**src/hdl/lir_pkg.sv**
```systemverilog
package lir_pkg;

  // Commands from the sequencer to the datapath, valid for one cycle.
  typedef struct packed {
    logic accept;     // input transfer this cycle
    logic first;      // first sample of a clip: seed held sample, zero phase
    logic emit;       // issue one output at the current phase
    logic run_last;   // issued output is the final one for this input
    logic clip_end;   // issued output closes the clip
    logic roll;       // interval done: phase -= 1.0, held <= new
    logic clear;      // end of clip: drop held sample, zero phase
  } lir_cmd_t;

  // Status from the datapath to the sequencer.
  typedef struct packed {
    logic have;         // a sample of the current clip is held
    logic last;         // current input is marked last
    logic phase_lt_one; // phase < 1.0
    logic next_ge_one;  // phase + step >= 1.0
    logic next_ge_two;  // phase + step >= 2.0
    logic stall;        // output register full and not taken
  } lir_sts_t;

endpackage

```
**src/hdl/lir_if.sv**
```systemverilog
interface lir_in_if #(
  parameter int SAMPLE_BITS = 16
);
  logic                          valid;
  logic                          ready;
  logic signed [SAMPLE_BITS-1:0] sample_in;
  logic                          last_in;

  modport source (output valid, output sample_in, output last_in, input ready);
  modport sink   (input valid, input sample_in, input last_in, output ready);
endinterface

interface lir_out_if #(
  parameter int SAMPLE_BITS = 16
);
  logic                          valid;
  logic                          ready;
  logic signed [SAMPLE_BITS-1:0] sample_out;
  logic                          run_last;
  logic                          clip_end;

  modport source (output valid, output sample_out, output run_last, output clip_end,
                  input ready);
  modport sink   (input valid, input sample_out, input run_last, input clip_end,
                  output ready);
endinterface

interface lir_cfg_if #(
  parameter int STEP_BITS = 20
);
  logic                 valid;
  logic                 ready;
  logic [STEP_BITS-1:0] rate_step;

  modport source (output valid, output rate_step, input ready);
  modport sink   (input valid, input rate_step, output ready);
endinterface

```
**src/hdl/lir_ctrl.sv**
```systemverilog
module lir_ctrl (
  input  logic              clk,
  input  logic              rst_n,
  input  logic              in_valid,
  input  logic              in_last,
  output logic              in_ready,
  input  lir_pkg::lir_sts_t sts,
  output lir_pkg::lir_cmd_t cmd
);
  import lir_pkg::*;

  typedef enum logic [2:0] {
    ST_IDLE   = 3'b001,
    ST_INTERP = 3'b010,
    ST_FLUSH  = 3'b100
  } state_t;

  state_t state_r, state_nxt;

  always_comb begin
    state_nxt = state_r;
    cmd       = '0;
    in_ready  = 1'b0;
    unique case (state_r)
      ST_IDLE: begin
        in_ready = 1'b1;
        if (in_valid) begin
          cmd.accept = 1'b1;
          if (sts.have) begin
            state_nxt = ST_INTERP;
          end else begin
            cmd.first = 1'b1;
            state_nxt = in_last ? ST_FLUSH : ST_IDLE;
          end
        end
      end
      ST_INTERP: begin
        if (sts.phase_lt_one) begin
          if (!sts.stall) begin
            cmd.emit     = 1'b1;
            cmd.run_last = sts.next_ge_one && (!sts.last || sts.next_ge_two);
            cmd.clip_end = cmd.run_last && sts.last;
          end
        end else begin
          cmd.roll  = 1'b1;
          state_nxt = sts.last ? ST_FLUSH : ST_IDLE;
        end
      end
      ST_FLUSH: begin
        if (sts.phase_lt_one) begin
          if (!sts.stall) begin
            cmd.emit     = 1'b1;
            cmd.run_last = sts.next_ge_one;
            cmd.clip_end = sts.next_ge_one;
          end
        end else begin
          cmd.clear = 1'b1;
          state_nxt = ST_IDLE;
        end
      end
      default: begin
        state_nxt = ST_IDLE;
      end
    endcase
  end

  always_ff @(posedge clk) begin
    if (!rst_n) begin
      state_r <= ST_IDLE;
    end else begin
      state_r <= state_nxt;
    end
  end

endmodule

```
**src/hdl/lir_dp.sv**
```systemverilog
module lir_dp #(
  parameter int SAMPLE_BITS     = 16,
  parameter int PHASE_FRAC_BITS = 16
) (
  input  logic                                clk,
  input  logic                                rst_n,
  input  lir_pkg::lir_cmd_t                   cmd,
  output lir_pkg::lir_sts_t                   sts,
  input  logic signed [SAMPLE_BITS-1:0]       in_sample,
  input  logic                                in_last,
  input  logic                                cfg_valid,
  input  logic [PHASE_FRAC_BITS+3:0]          cfg_step,
  output logic                                out_valid,
  input  logic                                out_ready,
  output logic signed [SAMPLE_BITS-1:0]       out_sample,
  output logic                                out_run_last,
  output logic                                out_clip_end
);
  import lir_pkg::*;

  localparam int SB  = SAMPLE_BITS;
  localparam int PFB = PHASE_FRAC_BITS;
  localparam int STW = PFB + 4;       // Q4.PFB step
  localparam int PW  = PFB + 5;       // Q5.PFB phase
  localparam int PRW = SB + PFB + 1;  // diff * frac
  localparam int AW  = SB + PFB + 2;  // rounding accumulator

  localparam logic [PW-1:0]  PHASE_ONE = PW'(1) << PFB;
  localparam logic [PW-1:0]  PHASE_TWO = PW'(1) << (PFB + 1);
  localparam logic [STW-1:0] STEP_MIN  = STW'(1) << (PFB - 4);
  localparam logic [STW-1:0] STEP_RST  = STW'(1) << PFB;
  localparam logic [AW-1:0]  HALF_LSB  = AW'(1) << (PFB - 1);

  // state and configuration
  logic [STW-1:0]       rate_step_r;
  logic signed [SB-1:0] held_r;
  logic signed [SB-1:0] new_r;
  logic                 have_r;
  logic                 last_r;
  logic [PW-1:0]        phase_r;

  // multiply stage
  logic                  p1_v_r;
  logic signed [PRW-1:0] p1_prod_r;
  logic signed [SB-1:0]  p1_base_r;
  logic                  p1_run_last_r;
  logic                  p1_clip_end_r;

  // output register
  logic                 out_v_r;
  logic signed [SB-1:0] out_sample_r;
  logic                 out_run_last_r;
  logic                 out_clip_end_r;

  logic [STW-1:0]        step;
  logic [PW-1:0]         phase_next;
  logic signed [SB:0]    diff;
  logic signed [PRW:0]   prod_full;
  logic signed [AW-1:0]  acc;
  logic                  stall;

  assign step       = (rate_step_r < STEP_MIN) ? STEP_MIN : rate_step_r;
  assign phase_next = phase_r + PW'(step);
  assign stall      = out_v_r && !out_ready;

  assign diff      = {new_r[SB-1], new_r} - {held_r[SB-1], held_r};
  assign prod_full = diff * $signed({1'b0, phase_r[PFB-1:0]});

  // held * 1.0 + diff * frac + 0.5, floor by the fraction bits
  assign acc = $signed({{2{p1_base_r[SB-1]}}, p1_base_r, {PFB{1'b0}}})
             + $signed({p1_prod_r[PRW-1], p1_prod_r})
             + $signed(HALF_LSB);

  always_comb begin
    sts              = '0;
    sts.have         = have_r;
    sts.last         = last_r;
    sts.phase_lt_one = phase_r < PHASE_ONE;
    sts.next_ge_one  = phase_next >= PHASE_ONE;
    sts.next_ge_two  = phase_next >= PHASE_TWO;
    sts.stall        = stall;
  end

  // control state
  always_ff @(posedge clk) begin
    if (!rst_n) begin
      rate_step_r <= STEP_RST;
      have_r      <= 1'b0;
      phase_r     <= '0;
      p1_v_r      <= 1'b0;
      out_v_r     <= 1'b0;
    end else begin
      if (cfg_valid) begin
        rate_step_r <= cfg_step;
      end
      if (cmd.first) begin
        have_r  <= 1'b1;
        phase_r <= '0;
      end else if (cmd.emit) begin
        phase_r <= phase_next;
      end else if (cmd.roll) begin
        phase_r <= phase_r - PHASE_ONE;
      end else if (cmd.clear) begin
        have_r  <= 1'b0;
        phase_r <= '0;
      end
      if (!stall) begin
        p1_v_r  <= cmd.emit;
        out_v_r <= p1_v_r;
      end
    end
  end

  // payload
  always_ff @(posedge clk) begin
    if (cmd.accept) begin
      new_r  <= in_sample;
      last_r <= in_last;
    end
    if (cmd.first) begin
      held_r <= in_sample;
    end else if (cmd.roll) begin
      held_r <= new_r;
    end else if (cmd.clear) begin
      held_r <= '0;
    end
    if (!stall && cmd.emit) begin
      p1_prod_r     <= prod_full[PRW-1:0];
      p1_base_r     <= held_r;
      p1_run_last_r <= cmd.run_last;
      p1_clip_end_r <= cmd.clip_end;
    end
    if (!stall && p1_v_r) begin
      out_sample_r   <= acc[PFB+SB-1:PFB];
      out_run_last_r <= p1_run_last_r;
      out_clip_end_r <= p1_clip_end_r;
    end
  end

  assign out_valid    = out_v_r;
  assign out_sample   = out_sample_r;
  assign out_run_last = out_run_last_r;
  assign out_clip_end = out_clip_end_r;

endmodule

```
**src/hdl/linear_interp_resampler.sv**
```systemverilog
// Path from an input transfer to its first result: sequencer, multiply stage, round stage.
// Throughput: one result per cycle while the sequencer runs and the output is not stalled;
//   an input costs its results plus an accept and an interval roll, and a last input a clear.
// Reset (rst_n, synchronous, active low): no sample held, phase zero, rate_step 1.0,
//   pipeline empty. Configuration is taken in any cycle.
module linear_interp_resampler #(
  parameter int SAMPLE_BITS     = 16,
  parameter int PHASE_FRAC_BITS = 16
) (
  input  logic     clk,
  input  logic     rst_n,
  lir_in_if.sink   in_chan,
  lir_out_if.source out_chan,
  lir_cfg_if.sink  cfg_chan
);
  import lir_pkg::*;

  lir_cmd_t cmd;
  lir_sts_t sts;

  // Register writes complete at once; the step is only read by the datapath.
  assign cfg_chan.ready = 1'b1;

  // Sequencer: accepts an input only in its idle state, then walks the output
  // phase through the current interval and, for a last sample, the end flush.
  lir_ctrl u_ctrl (
    .clk      (clk),
    .rst_n    (rst_n),
    .in_valid (in_chan.valid),
    .in_last  (in_chan.last_in),
    .in_ready (in_chan.ready),
    .sts      (sts),
    .cmd      (cmd)
  );

  // Datapath: held/new samples, phase accumulator, a multiply stage and a
  // rounding stage that loads the output register. Its stages and output issue
  // stall while the output register waits for a transfer; accept and roll do not.
  lir_dp #(
    .SAMPLE_BITS     (SAMPLE_BITS),
    .PHASE_FRAC_BITS (PHASE_FRAC_BITS)
  ) u_dp (
    .clk          (clk),
    .rst_n        (rst_n),
    .cmd          (cmd),
    .sts          (sts),
    .in_sample    (in_chan.sample_in),
    .in_last      (in_chan.last_in),
    .cfg_valid    (cfg_chan.valid),
    .cfg_step     (cfg_chan.rate_step),
    .out_valid    (out_chan.valid),
    .out_ready    (out_chan.ready),
    .out_sample   (out_chan.sample_out),
    .out_run_last (out_chan.run_last),
    .out_clip_end (out_chan.clip_end)
  );

endmodule

```
**src/flat_wrapper.sv**
```systemverilog
// flat-port wrapper written by rule: the top's interface ports become plain ports
module linear_interp_resampler_flat import lir_pkg::*;
#(
  parameter int SAMPLE_BITS     = 16,
  parameter int PHASE_FRAC_BITS = 16
)
  (clk, rst_n, in_chan_valid, in_chan_sample_in, in_chan_last_in, in_chan_ready, out_chan_valid, out_chan_sample_out, out_chan_run_last, out_chan_clip_end, out_chan_ready, cfg_chan_valid, cfg_chan_rate_step, cfg_chan_ready);
  lir_in_if #(.SAMPLE_BITS(SAMPLE_BITS)) in_chan_i ();
  lir_out_if #(.SAMPLE_BITS(SAMPLE_BITS)) out_chan_i ();
  lir_cfg_if #(.STEP_BITS((20))) cfg_chan_i ();
  input  logic clk;
  input  logic rst_n;
  input wire logic [$bits(in_chan_i.valid)-1:0] in_chan_valid;
  input wire logic [$bits(in_chan_i.sample_in)-1:0] in_chan_sample_in;
  input wire logic [$bits(in_chan_i.last_in)-1:0] in_chan_last_in;
  output wire logic [$bits(in_chan_i.ready)-1:0] in_chan_ready;
  output wire logic [$bits(out_chan_i.valid)-1:0] out_chan_valid;
  output wire logic [$bits(out_chan_i.sample_out)-1:0] out_chan_sample_out;
  output wire logic [$bits(out_chan_i.run_last)-1:0] out_chan_run_last;
  output wire logic [$bits(out_chan_i.clip_end)-1:0] out_chan_clip_end;
  input wire logic [$bits(out_chan_i.ready)-1:0] out_chan_ready;
  input wire logic [$bits(cfg_chan_i.valid)-1:0] cfg_chan_valid;
  input wire logic [$bits(cfg_chan_i.rate_step)-1:0] cfg_chan_rate_step;
  output wire logic [$bits(cfg_chan_i.ready)-1:0] cfg_chan_ready;
  assign in_chan_i.valid = in_chan_valid;
  assign in_chan_i.sample_in = in_chan_sample_in;
  assign in_chan_i.last_in = in_chan_last_in;
  assign in_chan_ready = in_chan_i.ready;
  assign out_chan_valid = out_chan_i.valid;
  assign out_chan_sample_out = out_chan_i.sample_out;
  assign out_chan_run_last = out_chan_i.run_last;
  assign out_chan_clip_end = out_chan_i.clip_end;
  assign out_chan_i.ready = out_chan_ready;
  assign cfg_chan_i.valid = cfg_chan_valid;
  assign cfg_chan_i.rate_step = cfg_chan_rate_step;
  assign cfg_chan_ready = cfg_chan_i.ready;
  linear_interp_resampler #(.SAMPLE_BITS(SAMPLE_BITS), .PHASE_FRAC_BITS(PHASE_FRAC_BITS)) u_core (.clk(clk), .rst_n(rst_n), .in_chan(in_chan_i), .out_chan(out_chan_i), .cfg_chan(cfg_chan_i));
endmodule
```
**config.mk**
```make
export PLATFORM = sky130hd
export DESIGN_NAME = linear_interp_resampler_flat
export DESIGN_NICKNAME = d
export VERILOG_FILES = /design/src/hdl/lir_pkg.sv /design/src/hdl/lir_if.sv /design/src/hdl/lir_ctrl.sv /design/src/hdl/lir_dp.sv /design/src/hdl/linear_interp_resampler.sv /design/src/flat_wrapper.sv
export SDC_FILE = /design/constraint.sdc
export NUM_CORES = 1
export LEC_CHECK = 0
export ABC_AREA = 1
export BUFFER_PORTS_ARGS = -buffer_cell sky130_fd_sc_hd__buf_4
export CAP_MARGIN = 0
export CORE_MARGIN = 1.5
export CORE_UTILIZATION = 45
export DETAILED_ROUTE_END_ITERATION = 10
export PLACE_DENSITY = 0.7
export SETUP_SLACK_MARGIN = 0.2
export SKIP_LAST_GASP = 1
export SLEW_MARGIN = 15
export SYNTH_ARGS = -nofsm -noshare
export SYNTH_HDL_FRONTEND = slang
export SYNTH_SLANG_ARGS = --single-unit
```
**constraint.sdc**
```tcl
create_clock -name clk -period 9.35 [get_ports clk]
set_input_delay 1.4025 -clock clk [delete_from_list [all_inputs] [get_ports clk]]
set_output_delay 1.4025 -clock clk [all_outputs]
set_load 0.02 [all_outputs]
```
==> impl_metrics.py <==
metrics = {
    "floorplanning": {
        "row_count": 72,
        "ioPinCount": 63,
        "placeableCoreArea_um2": 38900,
        "die_width_um": 202,
        "starting_density_pct": 45.9,
        "dieHeight_um": 202,
        "floorplan.die_area_um2": 40900,
    },
    "timing": {
        "period_utilization_post_route_pct": 83.0,
        "timing.final.max_slew_violations": 0,
        "hold_violations": 0,
        "grt_setup_unrepaired": "false",
        "clock_skew_ns": 0.0185,
        "max_freq_ghz": 0.129,
        "post-route-min-period_ns": 7.76,
        "setup_tns_ns": 0,
        "max_slew.worst_pin.slew_ns": 0.928,
        "timing.max_slew.rel_slack_pct": 38.0,
        "finish_stage_setup_viols": 0,
    },
    "placement": {
        "hpwl_mm": 41.5,
        "placement.io_buffers": 61,
        "finalWeightedCongestion": 0.962,
    },
    "clocking": {
        "cts.sink_count": 133,
        "ctsLongestPathBuffers": 2,
        "clock-root-buffer": "clkbuf_16",
        "worst_path_clk_slew_ns": 0.06,
        "clk_latency_ns": 0.44,
        "cts.hold.buffers_added": 0,
        "tritoncts.num_buffers": 17,
        "postCtsSetupRepairBufs": 0,
        "post_cts_resize_count": 0,
        "cts_tree": "yes",
        "ctsHtreeMaxLevel": 4,
    },
    "logic_synthesis": {
        "synth_top_area_share_pct": 29.4,
        "synth.lib_cells_used.distinct": 51,
        "postSynthCellCount": 2203,
        "synth.ff_latch_count": 133,
        "summed_instance_area_of_the_synthesized_netlist_um2": 17900,
        "netlist.top_cell.by_area": "fa_1",
        "synthTopCellsByArea": "fa_1 29%, edfxtp_1 14%, inv_1 11%",
        "synth_sequential_area_ratio_pct": 19.7,
        "synthesis.nets": 2644,
        "synthFlopType": "edfxtp_1",
        "synth.yosys.warnings": 0,
        "synth-edff-count": 86,
        "syn-mean-instance-area_um2": 8.11,
        "asyncSetResetFlopFracSynth_pct": 0,
    },
    "critical_path": {
        "path_delay_family": "adder cells",
        "crit_buf_inv": 9,
        "worst_setup_path_end_kind": "flop",
        "worst_r2r_endpoint": "u_core.u_dp.p1_prod_r[16]",
        "r2r_cells": 33,
        "cp_max_fo": 11,
        "critical_path.reg2reg.startpoint": "u_core.u_dp.new_r[0]",
        "critPathMaxStageDelay_ns": 0.54,
        "crit_path_frequent_cell": "inv_1",
        "crit_path_start_kind": "flop",
        "cp_slowest_cell": "fa_1",
        "required_ns": 9.52,
        "reg_to_reg_setup_timing_slack_ns": 1.59,
        "worstPathArrival_ns": 7.93,
        "crit_type": "reg2reg",
    },
    "global_route": {
        "globalRouteOverflowTotal": 0,
        "largest_net_degree_at_the_start_of_global_routing": 49,
        "grt_antenna_before_repair": 0,
        "grt_pass1_wl_mm": 80.2,
        "grt_pass1_vias": 15059,
        "track_usage_pct": 25.3,
    },
    "detailed_routing": {
        "drt_pre_antenna_iters": 6,
        "detail_route.vias_per_cell": 5.21,
        "final_antenna_net_count": 0,
        "finalWirelength_mm": 50.0,
        "avgRoutedWirePerCell_um": 18.0,
        "dr.first_iter.drc_count": 1034,
        "drt_drc_violations_left": 0,
        "via_count": 14450,
    },
    "finish": {
        "antenna-diode-count": 0,
        "n_fill_cell": 3761,
        "seqCellArea_um2": 3520,
        "multi_input_area_um2": 12100,
        "final_layout_size_suffix_gt1_share_pct": 5.90,
        "area_delta_synth_final_pct": 9.00,
        "total_nets_final": 2684,
    },
    "hold_path": {
        "holdCritPathClass": "reg2reg",
        "min_delay_worst_endpoint": "u_core.u_dp.out_clip_end",
        "hold_start": "u_core.u_dp.p1_clip_end_r",
        "min_path_cells": 0,
    },
    "run_status": {
        "outcome": "completed",
    },
    "flow_run": {
        "max-cap-violations": 0,
    },
    "power": {
        "fin_total_pwr_mw": 2.23,
        "p_leak_nw": 9.80,
        "peakVddDrop_mv": 0.132,
        "power_density_nw_per_um2": 114,
    },
}
worst max path at each step:
stage / startpoint / cells past startpoint / end
3_5_place_dp: u_core.u_dp.new_r[0] / 33 / u_core.u_dp.p1_prod_r[16]
6_report: u_core.u_dp.new_r[0] / 33 / u_core.u_dp.p1_prod_r[16]
2_1_floorplan: u_core.u_dp.new_r[0] / 40 / u_core.u_dp.p1_prod_r[28]
3_3_place_gp: u_core.u_dp.new_r[0] / 33 / u_core.u_dp.p1_prod_r[16]
5_1_grt: u_core.u_dp.new_r[0] / 34 / u_core.u_dp.p1_prod_r[28]
4_1_cts: u_core.u_dp.new_r[0] / 33 / u_core.u_dp.p1_prod_r[16]
area by class of cell:
cell class              instances  area share [%]
clock buffers                  18            2.20
inverters                     539            10.4
multi-input cells            1481            62.2
clock inverters                14            1.06
flip-flops and latches        133            18.1
repair buffers                 71            2.74
well taps                     518            3.33
state kept, by name, summed over array words and instances, names as in the netlist:
register / count
u_core.u_dp.new_r: 16
u_core.u_dp.p1_run_last_r: 1
u_core.u_dp.out_sample: 16
u_core.u_dp.out_clip_end: 1
u_core.u_dp.out_valid: 1
u_core.u_dp.p1_base_r: 16
u_core.u_dp.p1_v_r: 1
u_core.u_ctrl.state_r: 3
u_core.u_dp.rate_step_r: 20
u_core.u_dp.held_r: 16
u_core.u_dp.p1_clip_end_r: 1
u_core.u_dp.out_run_last: 1
u_core.u_dp.have_r: 1
u_core.u_dp.p1_prod_r: 17
u_core.u_dp.phase_r: 21
u_core.u_dp.last_r: 1
per-stage QoR:
stage          worst slack, ns  hold WS [ns]  cell area, um2  util, %  std cells
6_report                  1.59         0.424           19500     50.0       2774
3_5_place_dp              1.64         0.406           18800     48.4       2742
4_1_cts                   1.62         0.420           19500     50.0       2774
3_3_place_gp              1.64         0.409           18800     48.4       2742
5_1_grt                   1.09         0.427           19500     50.0       2774
2_1_floorplan             2.54         0.400           17900        -       2203
per-layer routing:
layer	global-route usage [%]	wire length, um
met1	34.1	21900
met2	40.5	22300
met3	3.89	3340
met4	11.2	2430
met5	0	0
power breakdown:
part	internal, mW	switching [mW]
Clock	0.471	0.265
Combinational	0.204	0.573
Sequential	0.684	0.0305
Total	1.36	0.868
cell usage after synthesis, types with 9 or more instances:
master,n
nand4_1,10
nor2_1,227
or2_2,12
nor3_1,12
a31oi_1,9
xor2_1,36
a21o_1,10
xnor2_1,13
a21oi_1,119
a32o_1,15
nand2_1,393
dfxtp_1,47
o21ai_0,59
clkinv_1,12
nand3_1,112
fa_1,262
ha_1,137
inv_1,522
clkbuf_1,40
edfxtp_1,86
cell usage in the layout, fill, tap and decap left out, types with 3 or more instances in the layout:
cell,n
ha_1,137
a32o_1,15
edfxtp_1,86
inv_1,522
nand2_1,393
nor4_1,4
a31oi_1,9
a21o_1,10
and3_1,3
inv_2,5
nand2_2,4
dfxtp_1,47
nor3_1,12
o21ai_0,59
bufinv_16,5
nor2_1,226
a21oi_1,119
clkbuf_16,17
nand3b_1,3
xnor2_1,13
o21ai_2,3
nand3_1,112
fa_1,262
o21bai_1,6
xor2_1,36
buf_4,71
nand4_1,10
clkinv_1,16
or2_2,12
a31o_2,3
o31ai_1,5
cells by family after synthesis:
kind of cell	after synthesis	share of synthesized area, %
buffers and inverters	589	12.5
AO/OA/AOI/OAI	244	8.02
AND/OR/NAND/NOR	786	18.2
XOR/XNOR	51	2.59
flip-flops	133	19.7
adder cells (fa/ha/maj)	399	39.0
other	1	0.0210
Power figures use the tool's default switching activity.
